==> src/rtl/pcm_pkg.sv <==
`timescale 1ns / 1ps
`default_nettype none
// ----------------------------------------------------------------------------
// pcm_pkg
// Types and constants shared by the pixel channel mapper modules.
// ----------------------------------------------------------------------------
package pcm_pkg;

    // field widths
    localparam int CH_W      = 12;
    localparam int VAL_W     = 8;
    localparam int GIDX_W    = 8;
    localparam int OADDR_W   = 12;
    localparam int BPP_W     = 3;
    localparam int COFF_W    = 8;
    localparam int ZIG_W     = 13;
    localparam int GRP_W     = 7;
    localparam int BRI_W     = 9;
    localparam int BUF_W     = 13;
    localparam int CFG_IDX_W = 3;
    localparam int CFG_DAT_W = 13;

    localparam int IN_DATA_W  = 32;
    localparam int OUT_DATA_W = 24;

    localparam int GAMMA_DEPTH = 256;

    // pixel index after the divide by bytes per pixel
    localparam int PIX_W = 11;
    // pixel index after zig-zag folding
    localparam int FPIX_W = 14;
    // internal byte address, wide enough for pixel * group * bpp + offset
    localparam int ADDR_W = 24;

    // zig-zag divider: one quotient bit per cycle
    localparam int DIV_STEPS = PIX_W;
    localparam int DIV_CNT_W = 4;

    // floor(ch / 3) as (ch * RECIP3) >> RECIP3_SHIFT for 12-bit ch
    localparam logic [CH_W-1:0] RECIP3       = 12'd2731;
    localparam int              RECIP3_SHIFT = 13;

    localparam int SCALE_SHIFT = 8;

    // register reset values
    localparam logic [BPP_W-1:0]  BPP_RST  = 3'd3;
    localparam logic [COFF_W-1:0] COFF_RST = 8'd228;
    localparam logic [ZIG_W-1:0]  ZIG_RST  = 13'd1;
    localparam logic [GRP_W-1:0]  GRP_RST  = 7'd1;
    localparam logic [BRI_W-1:0]  BRI_RST  = 9'd256;
    localparam logic [BUF_W-1:0]  BUF_RST  = 13'd4096;

    localparam logic [BPP_W-1:0] BPP_FOUR  = 3'd4;
    localparam logic [BRI_W-1:0] BRI_FULL  = 9'd256;

    // item kinds on the input tuser
    localparam logic OP_LOAD = 1'b0;
    localparam logic OP_MAP  = 1'b1;

    // configuration register indexes
    typedef enum logic [CFG_IDX_W-1:0] {
        CFG_BPP    = 3'd0,
        CFG_COFF   = 3'd1,
        CFG_ZIG    = 3'd2,
        CFG_GROUP  = 3'd3,
        CFG_BRIGHT = 3'd4,
        CFG_BUFFER = 3'd5
    } cfg_idx_t;

    typedef struct packed {
        logic [BPP_W-1:0]  bytes_per_pixel;
        logic [COFF_W-1:0] color_offsets;
        logic [ZIG_W-1:0]  zigzag_size;
        logic [GRP_W-1:0]  group_size;
        logic [BRI_W-1:0]  brightness_scale;
        logic [BUF_W-1:0]  buffer_bytes;
    } cfg_t;

    typedef enum logic [2:0] {
        ST_IDLE,
        ST_LOAD,
        ST_DIV,
        ST_FOLD,
        ST_SCALE,
        ST_EMIT
    } state_t;

    // controller to datapath
    typedef struct packed {
        logic capture;
        logic div_step;
        logic fold;
        logic scale;
        logic emit_map;
        logic emit_null;
    } cmd_t;

    // datapath to controller
    typedef struct packed {
        logic out_free;
        logic div_last;
        logic emit_done;
    } sts_t;

endpackage : pcm_pkg
`default_nettype wire

==> src/rtl/pcm_ctrl.sv <==
`timescale 1ns / 1ps
`default_nettype none
// ----------------------------------------------------------------------------
// pcm_ctrl
// Sequencer for one item: capture, then for a map divide, fold, scale and emit beats, or for a load emit one beat.
// ----------------------------------------------------------------------------
module pcm_ctrl (
    input  wire logic         clk,
    input  wire logic         rst_n,
    input  wire logic         in_valid,
    input  wire logic         in_op,
    output logic              in_ready,
    input  wire pcm_pkg::sts_t sts,
    output pcm_pkg::cmd_t     cmd
);
    import pcm_pkg::*;

    state_t state_reg;
    state_t state_next;

    // state register
    always_ff @(posedge clk or negedge rst_n)
    begin
        if (!rst_n)
        begin
            state_reg <= ST_IDLE;
        end
        else
        begin
            state_reg <= state_next;
        end
    end

    // next state and commands
    always_comb
    begin
        state_next = state_reg;
        cmd        = '0;
        in_ready   = 1'b0;
        unique case (state_reg)
            ST_IDLE:
            begin
                in_ready = 1'b1;
                if (in_valid)
                begin
                    cmd.capture = 1'b1;
                    state_next  = (in_op == OP_MAP) ? ST_DIV : ST_LOAD;
                end
            end
            ST_LOAD:
            begin
                if (sts.out_free)
                begin
                    cmd.emit_null = 1'b1;
                    state_next    = ST_IDLE;
                end
            end
            ST_DIV:
            begin
                cmd.div_step = 1'b1;
                if (sts.div_last)
                begin
                    state_next = ST_FOLD;
                end
            end
            ST_FOLD:
            begin
                cmd.fold   = 1'b1;
                state_next = ST_SCALE;
            end
            ST_SCALE:
            begin
                cmd.scale  = 1'b1;
                state_next = ST_EMIT;
            end
            ST_EMIT:
            begin
                if (sts.out_free)
                begin
                    cmd.emit_map = 1'b1;
                    if (sts.emit_done)
                    begin
                        state_next = ST_IDLE;
                    end
                end
            end
            default:
            begin
                state_next = ST_IDLE;
            end
        endcase
    end

endmodule : pcm_ctrl
`default_nettype wire

==> src/rtl/pcm_dp.sv <==
`timescale 1ns / 1ps
`default_nettype none
// ----------------------------------------------------------------------------
// pcm_dp
// Datapath: gamma memory, channel split, zig-zag divider, address and
// intensity arithmetic, copy counter and output register.
// ----------------------------------------------------------------------------
module pcm_dp #(
    parameter int BUFFER_DEPTH = 4096,
    parameter int MAX_GROUP    = 64
) (
    input  wire logic                           clk,
    input  wire logic                           rst_n,
    input  wire pcm_pkg::cmd_t                  cmd,
    output pcm_pkg::sts_t                       sts,
    input  wire pcm_pkg::cfg_t                  cfg,
    input  wire logic [pcm_pkg::IN_DATA_W-1:0]  in_data,
    input  wire logic                           in_op,
    input  wire logic                           out_ready,
    output logic                                out_valid,
    output logic [pcm_pkg::OUT_DATA_W-1:0]      out_data,
    output logic                                out_user,
    output logic                                out_last
);
    import pcm_pkg::*;

    localparam logic [ADDR_W-1:0] DEPTH_LIM = ADDR_W'(BUFFER_DEPTH);
    localparam logic [GRP_W-1:0]  GRP_MAX   = GRP_W'(MAX_GROUP);

    // input fields
    logic [CH_W-1:0]   in_ch;
    logic [VAL_W-1:0]  in_val;
    logic [GIDX_W-1:0] in_gidx;
    assign in_ch   = in_data[CH_W-1:0];
    assign in_val  = in_data[CH_W+VAL_W-1:CH_W];
    assign in_gidx = in_data[CH_W+VAL_W+GIDX_W-1:CH_W+VAL_W];

    // clamped configuration
    logic              bpp_four;
    logic [2:0]        bpp;
    logic [GRP_W-1:0]  grp;
    logic [BRI_W-1:0]  bri;
    logic [ADDR_W-1:0] buf_ext;
    logic [ADDR_W-1:0] limit;
    logic              zig_on;

    assign bpp_four = (cfg.bytes_per_pixel == BPP_FOUR);
    assign bpp      = bpp_four ? 3'd4 : 3'd3;
    assign bri      = (cfg.brightness_scale > BRI_FULL) ? BRI_FULL : cfg.brightness_scale;
    assign buf_ext  = ADDR_W'(cfg.buffer_bytes);
    assign limit    = (buf_ext < DEPTH_LIM) ? buf_ext : DEPTH_LIM;
    assign zig_on   = (cfg.zigzag_size > ZIG_W'(1));

    always_comb
    begin
        priority if (cfg.group_size == '0)
        begin
            grp = GRP_W'(1);
        end
        else if (cfg.group_size > GRP_MAX)
        begin
            grp = GRP_MAX;
        end
        else
        begin
            grp = cfg.group_size;
        end
    end

    // gamma memory, written by load beats, read at capture
    logic [VAL_W-1:0] gamma_mem [GAMMA_DEPTH];
    logic [VAL_W-1:0] gamma_q_reg;

    always_ff @(posedge clk)
    begin
        if (cmd.capture)
        begin
            if (in_op == OP_LOAD)
            begin
                gamma_mem[in_gidx] <= in_val;
            end
            gamma_q_reg <= gamma_mem[in_val];
        end
    end

    // channel split into pixel and colour slot
    logic [2*CH_W-1:0] ch_prod;
    logic [PIX_W-1:0]  pix_div3;
    logic [CH_W-1:0]   rem3_full;
    logic [PIX_W-1:0]  pix_split;
    logic [1:0]        col_split;

    assign ch_prod   = in_ch * RECIP3;
    assign pix_div3  = ch_prod[RECIP3_SHIFT+PIX_W-1:RECIP3_SHIFT];
    assign rem3_full = in_ch - (CH_W'(pix_div3) + CH_W'({pix_div3, 1'b0}));
    assign pix_split = bpp_four ? PIX_W'(in_ch >> 2) : pix_div3;
    assign col_split = bpp_four ? in_ch[1:0] : rem3_full[1:0];

    // zig-zag divider: pixel / zigzag_size, restoring, one bit per cycle
    logic [PIX_W-1:0]     pix_reg;
    logic [1:0]           col_reg;
    logic [PIX_W-1:0]     quo_reg;
    logic [PIX_W-1:0]     quo_next;
    logic [ZIG_W-1:0]     rem_reg;
    logic [ZIG_W-1:0]     rem_next;
    logic [DIV_CNT_W-1:0] dcnt_reg;
    logic [ZIG_W:0]       trial;
    logic                 trial_ge;

    assign trial    = {rem_reg, quo_reg[PIX_W-1]};
    assign trial_ge = (trial >= {1'b0, cfg.zigzag_size});

    always_comb
    begin
        quo_next = {quo_reg[PIX_W-2:0], trial_ge};
        rem_next = trial_ge ? ZIG_W'(trial - {1'b0, cfg.zigzag_size}) : trial[ZIG_W-1:0];
    end

    always_ff @(posedge clk or negedge rst_n)
    begin
        if (!rst_n)
        begin
            dcnt_reg <= '0;
        end
        else if (cmd.capture)
        begin
            dcnt_reg <= '0;
        end
        else if (cmd.div_step)
        begin
            dcnt_reg <= dcnt_reg + DIV_CNT_W'(1);
        end
    end

    always_ff @(posedge clk)
    begin
        if (cmd.capture)
        begin
            pix_reg <= pix_split;
            col_reg <= col_split;
            quo_reg <= pix_split;
            rem_reg <= '0;
        end
        else if (cmd.div_step)
        begin
            quo_reg <= quo_next;
            rem_reg <= rem_next;
        end
    end

    // fold odd runs and scale intensity
    logic [FPIX_W-1:0]        fpix;
    logic [FPIX_W+GRP_W-1:0]  pg_reg;
    logic [VAL_W+BRI_W-1:0]   inten_prod;
    logic [VAL_W-1:0]         inten_reg;

    assign fpix = (zig_on && quo_reg[0])
                ? FPIX_W'(FPIX_W'(pix_reg) + FPIX_W'(cfg.zigzag_size) - FPIX_W'(1)
                          - FPIX_W'({rem_reg, 1'b0}))
                : FPIX_W'(pix_reg);
    assign inten_prod = gamma_q_reg * bri;

    always_ff @(posedge clk)
    begin
        if (cmd.fold)
        begin
            pg_reg <= fpix * grp;
            if (inten_prod[VAL_W+BRI_W-1:SCALE_SHIFT] > (VAL_W+BRI_W-SCALE_SHIFT)'(8'hFF))
            begin
                inten_reg <= 8'hFF;
            end
            else
            begin
                inten_reg <= inten_prod[SCALE_SHIFT+VAL_W-1:SCALE_SHIFT];
            end
        end
    end

    // base address and copy walk
    logic [ADDR_W-1:0] addr_reg;
    logic [ADDR_W-1:0] addr_step;
    logic [ADDR_W-1:0] pg_ext;
    logic [1:0]        coff;
    logic [GRP_W-1:0]  kcnt_reg;
    logic              at_end;
    logic              last_copy;

    assign pg_ext    = ADDR_W'(pg_reg);
    assign coff      = cfg.color_offsets[{col_reg, 1'b0} +: 2];
    assign addr_step = addr_reg + ADDR_W'(bpp);
    assign at_end    = (addr_reg >= limit);
    assign last_copy = (kcnt_reg == grp - GRP_W'(1)) || (addr_step >= limit);

    always_ff @(posedge clk)
    begin
        if (cmd.scale)
        begin
            addr_reg <= (bpp_four ? {pg_ext[ADDR_W-3:0], 2'b00}
                                  : ADDR_W'({pg_ext[ADDR_W-2:0], 1'b0} + pg_ext))
                        + ADDR_W'(coff);
            kcnt_reg <= '0;
        end
        else if (cmd.emit_map)
        begin
            addr_reg <= addr_step;
            kcnt_reg <= kcnt_reg + GRP_W'(1);
        end
    end

    // output register
    logic                  ovalid_reg;
    logic [OADDR_W-1:0]    oaddr_reg;
    logic [VAL_W-1:0]      oint_reg;
    logic                  owv_reg;
    logic                  olast_reg;
    logic                  emit_any;
    logic                  emit_write;

    assign emit_any   = cmd.emit_map || cmd.emit_null;
    assign emit_write = cmd.emit_map && !at_end;

    always_ff @(posedge clk or negedge rst_n)
    begin
        if (!rst_n)
        begin
            ovalid_reg <= 1'b0;
        end
        else if (emit_any)
        begin
            ovalid_reg <= 1'b1;
        end
        else if (out_ready)
        begin
            ovalid_reg <= 1'b0;
        end
    end

    always_ff @(posedge clk)
    begin
        if (emit_any)
        begin
            owv_reg   <= emit_write;
            oaddr_reg <= emit_write ? addr_reg[OADDR_W-1:0] : '0;
            oint_reg  <= emit_write ? inten_reg : '0;
            olast_reg <= emit_write ? last_copy : 1'b1;
        end
    end

    assign out_valid = ovalid_reg;
    assign out_data  = {4'b0000, oint_reg, oaddr_reg};
    assign out_user  = owv_reg;
    assign out_last  = olast_reg;

    // status
    assign sts.out_free  = !ovalid_reg || out_ready;
    assign sts.div_last  = (dcnt_reg == DIV_CNT_W'(DIV_STEPS - 1));
    assign sts.emit_done = at_end || last_copy;

endmodule : pcm_dp
`default_nettype wire

==> src/rtl/pixel_channel_mapper.sv <==
`timescale 1ns / 1ps
`default_nettype none
// ----------------------------------------------------------------------------
// pixel_channel_mapper
// Maps one lighting channel beat onto pixel buffer byte writes.
// ----------------------------------------------------------------------------
// Input stream: tuser selects a gamma entry load (0) or a channel map (1);
// tdata carries channel, value and gamma index. Output stream: tdata carries
// address and intensity, tuser is the write flag, tlast marks the final beat
// of each input. The configuration port writes one register per enabled
// clock edge; it is to be written only while the block is idle, and the
// block itself does not enforce this. A load beat passes from capture
// through the load state into the output register. A map beat runs a capture
// step, the bit-serial zig-zag divider, a fold and an address step, then one
// result per cycle while the receiver accepts, for each copy (up to
// group_size, at most MAX_GROUP, and stopping at the buffer end).
// A new input is taken once the last result sits in the output register.
// When the receiver stalls, the output register holds and the sequencer
// waits. Reset clears control state and restores register defaults; the
// gamma table is not cleared and must be loaded before use.
// ----------------------------------------------------------------------------
module pixel_channel_mapper #(
    parameter int BUFFER_DEPTH = 4096,
    parameter int MAX_GROUP    = 64
) (
    input  wire logic                             clk,
    input  wire logic                             rst_n,
    // beat in
    input  wire logic                             s_axis_tvalid,
    output logic                                  s_axis_tready,
    input  wire logic [pcm_pkg::IN_DATA_W-1:0]    s_axis_tdata,  // channel, value, gamma_index
    input  wire logic                             s_axis_tuser,  // op
    // beat out
    output logic                                  m_axis_tvalid,
    input  wire logic                             m_axis_tready,
    output logic [pcm_pkg::OUT_DATA_W-1:0]        m_axis_tdata,  // address, intensity
    output logic                                  m_axis_tuser,  // write_valid
    output logic                                  m_axis_tlast,
    // register writes
    input  wire logic                             cfg_we,
    input  wire logic [pcm_pkg::CFG_IDX_W-1:0]    cfg_index,
    input  wire logic [pcm_pkg::CFG_DAT_W-1:0]    cfg_wdata
);
    import pcm_pkg::*;

    cfg_t cfg_reg;
    cmd_t cmd;
    sts_t sts;

    // configuration registers
    always_ff @(posedge clk or negedge rst_n)
    begin
        if (!rst_n)
        begin
            cfg_reg.bytes_per_pixel  <= BPP_RST;
            cfg_reg.color_offsets    <= COFF_RST;
            cfg_reg.zigzag_size      <= ZIG_RST;
            cfg_reg.group_size       <= GRP_RST;
            cfg_reg.brightness_scale <= BRI_RST;
            cfg_reg.buffer_bytes     <= BUF_RST;
        end
        else if (cfg_we)
        begin
            unique case (cfg_index)
                CFG_BPP:    cfg_reg.bytes_per_pixel  <= cfg_wdata[BPP_W-1:0];
                CFG_COFF:   cfg_reg.color_offsets    <= cfg_wdata[COFF_W-1:0];
                CFG_ZIG:    cfg_reg.zigzag_size      <= cfg_wdata[ZIG_W-1:0];
                CFG_GROUP:  cfg_reg.group_size       <= cfg_wdata[GRP_W-1:0];
                CFG_BRIGHT: cfg_reg.brightness_scale <= cfg_wdata[BRI_W-1:0];
                CFG_BUFFER: cfg_reg.buffer_bytes     <= cfg_wdata[BUF_W-1:0];
                default:    ;
            endcase
        end
    end

    // sequencer
    pcm_ctrl u_ctrl (
        .clk      (clk),
        .rst_n    (rst_n),
        .in_valid (s_axis_tvalid),
        .in_op    (s_axis_tuser),
        .in_ready (s_axis_tready),
        .sts      (sts),
        .cmd      (cmd)
    );

    // datapath
    pcm_dp #(
        .BUFFER_DEPTH (BUFFER_DEPTH),
        .MAX_GROUP    (MAX_GROUP)
    ) u_dp (
        .clk       (clk),
        .rst_n     (rst_n),
        .cmd       (cmd),
        .sts       (sts),
        .cfg       (cfg_reg),
        .in_data   (s_axis_tdata),
        .in_op     (s_axis_tuser),
        .out_ready (m_axis_tready),
        .out_valid (m_axis_tvalid),
        .out_data  (m_axis_tdata),
        .out_user  (m_axis_tuser),
        .out_last  (m_axis_tlast)
    );

endmodule : pixel_channel_mapper
`default_nettype wire
==> config.mk <==
export PLATFORM = sky130hd
export DESIGN_NAME = pixel_channel_mapper
export DESIGN_NICKNAME = d
export VERILOG_FILES = /design/src/rtl/pcm_pkg.sv /design/src/rtl/pcm_ctrl.sv /design/src/rtl/pcm_dp.sv /design/src/rtl/pixel_channel_mapper.sv
export SDC_FILE = /design/constraint.sdc
export NUM_CORES = 2
export LEC_CHECK = 0
export BUFFER_PORTS_ARGS = -buffer_cell sky130_fd_sc_hd__buf_4
export CORE_ASPECT_RATIO = 1.4
export CORE_MARGIN = 5
export CORE_UTILIZATION = 56
export CTS_CLUSTER_DIAMETER = 200
export DETAILED_ROUTE_END_ITERATION = 7
export PLACE_DENSITY = 0.81
export SKIP_LAST_GASP = 1
export SYNTH_ARGS = -nofsm -noshare
export SYNTH_HDL_FRONTEND = slang
export SYNTH_SLANG_ARGS = --single-unit
==> constraint.sdc <==
create_clock -name clk -period 11.85 [get_ports clk]
set_clock_uncertainty 0.15 [all_clocks]
set_input_delay 1.7775 -clock clk [delete_from_list [all_inputs] [get_ports clk]]
set_output_delay 1.7775 -clock clk [all_outputs]
set_load 0.01 [all_outputs]
==> impl_results.md <==
- Sequential area share after synthesis: 67.5%
- Endpoint required time on the critical path: 12330 ps
- Number of register bits inferred by synthesis: 2236
- Unique cell type count in the Yosys netlist: 80
- Final Setup Violations: 0
- DRC violation total after the first TritonRoute iteration: 6644
- Syn_area_per_cell: 18.5 um^2
- PD cells: 204 nW/um^2
- Number of clock sinks seen by CTS: 2236
- Share of flip-flops with an asynchronous set or reset: 2.73%
- Bufs on Longest Clock Path: 3
- Startpoint of the worst-slack reg-to-reg timing path: u_dp.pix_reg[1]$_DFFE_PP_
- Via/cell ratio: 6.59
- Detail-routed net length per standard cell: 30.8 um
- Number of global-route vias before repair: 53200
- Result of the run: finished, final reports clean
- Number of clock buffers inserted by TritonCTS: 196
- Max cap viols: 0
- Gpl congestion: 0.865
- Synthesized netlist cell count: 5329
- Beginning of the critical path: u_dp.pix_reg[1]$_DFFE_PP_
- Post-DP HPWL: 140 mm
- Unrepaired setup endpoints after global routing: no
- Hold Startpoint: cfg_reg[0]$_DFFE_PN0P_
- Transition time of the tightest slew-check pin: 1210 ps
- Critical path fanouts, max: 7
- Final worst setup slack: 3990 ps
- Maximum VDD drop: 0.194 mV
- Final sum of negative setup slack: 0 ps
- Clock input transition at the sequential cells of the worst setup and hold paths: 60 ps
- Clock root buffer master: sky130_fd_sc_hd__clkbuf_16
- Number of vias in the routed layout: 51900
- Post-synthesis cell area: 98700 um^2
- Area share of the leading cell type in the synthesized netlist: 65.6%
- Horiz. Die Dim: 365 um
- Max transition margin: 19.5%
- Top flip-flop cell by instance count after synthesis: sky130_fd_sc_hd__edfxtp_1
- Number of routed nets with antenna violations: 0
- Largest net degree at the start of global routing: 143
- Post-placement setup slack: 4010 ps
- Height of the die: 507 um
- Hold violation total from the final report: 0
- Total power after layout: 0.0221 W
- Maximum frequency from static timing analysis: 127 MHz
- Flip-flop count of the largest register, all copies and words added: 2048
- Area growth from synthesis to layout: 9.66%
- Number of nets at the end of the flow: 5868
- Total routing resource utilization after global routing: 26.5%
- Effective utilization at floorplan: 56.2%
- Critical path start-end classification: flip-flop to flip-flop
- Total number of H-tree levels: 4
- Number of cells upsized or downsized after cts: 0
- Input/output buffers: 73
- Arrival time at the worst endpoint: 8340 ps
- Share of layout cells above drive strength 1: 21.0%
- YS warnings: 0
- Top post-synthesis cells by area: sky130_fd_sc_hd__edfxtp_1, sky130_fd_sc_hd__mux4_2, sky130_fd_sc_hd__fa_1
- Rows: 182
- Global-route wire length before repair: 360 mm
- Overflow left after global routing: 0
- Initial antenna violation count: 10
- DRC violation count after routing: 0
- Filler cells: 11200
- LEAKAGE: 36.2 nW
- Skew-Pair Late Insertion Delay: 850 ps
- Number of synthesized flops with an enable pin: 2155
- Layout Cells excl Fill: 7883
- Sum of routed wire length over all layers: 243 mm
- Cell Count Post-Placement: 7520
- Count of boundary I/O pins: 82
- Number of slew-limit violations in the final report: 0
- Die area: 185000 um^2
- Cell type with the highest aggregate area in the netlist: sky130_fd_sc_hd__edfxtp_1
- CP endpoint kind: flip-flop
- Path class of the lowest-slack min-delay path: flip-flop to flip-flop
- Clock period minus worst slack: 7860 ps
- Area of the core region: 176000 um^2
- Period utilization: 66.3%
- Clock tree from TritonCTS: done
- Hold bufs inserted after CTS: 0
- Critical Path Source Type: flip-flop
- Drt pass-1 iters: 6
- Postcts setup bufs: 0
layout make-up:
type	count	area, um^2	area share, %
sequential	2236	66700	61.6
multi-input combinational	2558	30100	27.8
clock buffer	242	5100	4.71
tap	2300	2880	2.66
clock inverter	118	1290	1.20
inverter	299	1120	1.04
timing repair buffer	127	1100	1.02
antenna	3	7.51	0.00694
layout by cell type (no fill, tap or decap), drive strengths merged, types with 11 or more instances in the layout:
| master | instances |
|---|---|
| o21a | 16 |
| nand4 | 23 |
| and2 | 83 |
| edfxtp | 2155 |
| dfxtp | 20 |
| a211oi | 13 |
| inv | 300 |
| a21o | 36 |
| nand2b | 28 |
| nor3b | 11 |
| xnor2 | 69 |
| mux4 | 682 |
| buf | 125 |
| nor4 | 18 |
| nor2 | 416 |
| dfrtp | 51 |
| nor2b | 38 |
| ha | 241 |
| a21oi | 92 |
| and3 | 26 |
| nor3 | 41 |
| xor2 | 44 |
| mux2 | 53 |
| mux2i | 29 |
| nand3 | 42 |
| o31ai | 12 |
| clkbuf | 244 |
| clkinv | 89 |
| fa | 155 |
| bufinv | 20 |
| o21ai | 80 |
| nand2 | 170 |
power by group:
part	internal [W]	leakage (nW)	switching, W
clock	0.00352	3.08	0.00301
sequential	0.00908	20.3	0.000208
combinational	0.00261	12.9	0.00369
worst max-delay path, cell delays in order (launching register included):
cell	delay, ps
sky130_fd_sc_hd__edfxtp_1	460
sky130_fd_sc_hd__fa_1	530
sky130_fd_sc_hd__ha_1	170
sky130_fd_sc_hd__inv_1	70
sky130_fd_sc_hd__fa_1	460
sky130_fd_sc_hd__nor2b_1	120
sky130_fd_sc_hd__o21ai_0	100
sky130_fd_sc_hd__a21boi_0	230
sky130_fd_sc_hd__nor3_1	80
sky130_fd_sc_hd__a21oi_1	630
sky130_fd_sc_hd__nor2_1	150
sky130_fd_sc_hd__fa_1	570
sky130_fd_sc_hd__inv_1	60
sky130_fd_sc_hd__fa_1	540
sky130_fd_sc_hd__inv_1	50
sky130_fd_sc_hd__fa_1	480
sky130_fd_sc_hd__inv_1	50
sky130_fd_sc_hd__fa_1	470
sky130_fd_sc_hd__inv_1	40
sky130_fd_sc_hd__ha_1	300
sky130_fd_sc_hd__nor2b_1	140
sky130_fd_sc_hd__o21a_1	190
sky130_fd_sc_hd__o41ai_1	530
sky130_fd_sc_hd__nand4b_1	230
sky130_fd_sc_hd__a31oi_1	120
sky130_fd_sc_hd__a41oi_1	280
sky130_fd_sc_hd__a21oi_1	120
sky130_fd_sc_hd__xnor2_1	340
synth_stat cells (7+ instances only):
| cell | number |
|---|---|
| sky130_fd_sc_hd__a31oi_1 | 9 |
| sky130_fd_sc_hd__fa_1 | 155 |
| sky130_fd_sc_hd__buf_1 | 67 |
| sky130_fd_sc_hd__o31ai_1 | 12 |
| sky130_fd_sc_hd__o21ai_0 | 73 |
| sky130_fd_sc_hd__nand3_1 | 42 |
| sky130_fd_sc_hd__mux4_2 | 682 |
| sky130_fd_sc_hd__or3_1 | 10 |
| sky130_fd_sc_hd__dfstp_2 | 10 |
| sky130_fd_sc_hd__xor2_1 | 44 |
| sky130_fd_sc_hd__clkbuf_1 | 167 |
| sky130_fd_sc_hd__mux2_2 | 53 |
| sky130_fd_sc_hd__nand2b_1 | 28 |
| sky130_fd_sc_hd__a21o_1 | 36 |
| sky130_fd_sc_hd__nor2b_1 | 38 |
| sky130_fd_sc_hd__nor3b_1 | 11 |
| sky130_fd_sc_hd__a21oi_1 | 92 |
| sky130_fd_sc_hd__and2_1 | 83 |
| sky130_fd_sc_hd__dfrtp_1 | 51 |
| sky130_fd_sc_hd__a211o_1 | 10 |
| sky130_fd_sc_hd__and3_1 | 26 |
| sky130_fd_sc_hd__nor3_1 | 41 |
| sky130_fd_sc_hd__nand2_1 | 170 |
| sky130_fd_sc_hd__o21ai_1 | 7 |
| sky130_fd_sc_hd__nand4_1 | 23 |
| sky130_fd_sc_hd__nor2_1 | 416 |
| sky130_fd_sc_hd__dfxtp_1 | 20 |
| sky130_fd_sc_hd__edfxtp_1 | 2155 |
| sky130_fd_sc_hd__ha_1 | 241 |
| sky130_fd_sc_hd__mux2i_1 | 29 |
| sky130_fd_sc_hd__inv_1 | 296 |
| sky130_fd_sc_hd__o21a_1 | 16 |
| sky130_fd_sc_hd__a211oi_1 | 13 |
| sky130_fd_sc_hd__nor4_1 | 18 |
| sky130_fd_sc_hd__and4_1 | 8 |
| sky130_fd_sc_hd__xnor2_1 | 69 |
stage by stage:
| step | utilization, % | hold slack [ps] | area (um^2) |
|---|---|---|---|
| 2_1_floorplan | - | 312 | 98700 |
| 3_3_place_gp | 58.0 | 330 | 102000 |
| 3_5_place_dp | 58.0 | 342 | 102000 |
| 4_1_cts | 61.6 | 348 | 108000 |
| 5_1_grt | 61.6 | 350 | 108000 |
| 6_report | 61.6 | 352 | 108000 |
final timing paths:
kind                                                  end  slack (ps)  depth (start not counted)
worst max-delay path            u_dp.pg_reg[20]$_DFFE_PN_        3990                         27
worst min-delay path               cfg_reg[0]$_DFFE_PN0P_         350                          1
worst max register to register  u_dp.pg_reg[20]$_DFFE_PN_        3990                         27
worst min register to register     cfg_reg[0]$_DFFE_PN0P_         350                          1
max in group asynchronous         cfg_reg[37]$_DFFE_PN0P_       10080                          1
min in group asynchronous          cfg_reg[9]$_DFFE_PN0P_         870                          1
logic make-up after synthesis:
group / share of synthesized area, %
compound gates: 2.18
xor+xnor: 1.00
fa+ha+maj: 6.20
buf+inv: 2.06
flops: 67.5
mux: 16.5
other cells: 0.00380
simple gates: 4.53
routing by layer:
layer	wire, um	share of wire [%]	vias up	track usage [%]
met3	19300	8.0	610	4.63
met2	127000	52	3035	45.9
met4	14100	5.8	10	12.6
met5	57	0.023	-	0
met1	82100	34	27100	32.6
li1	-	-	21200	-
(Power assumes the default switching activity.)
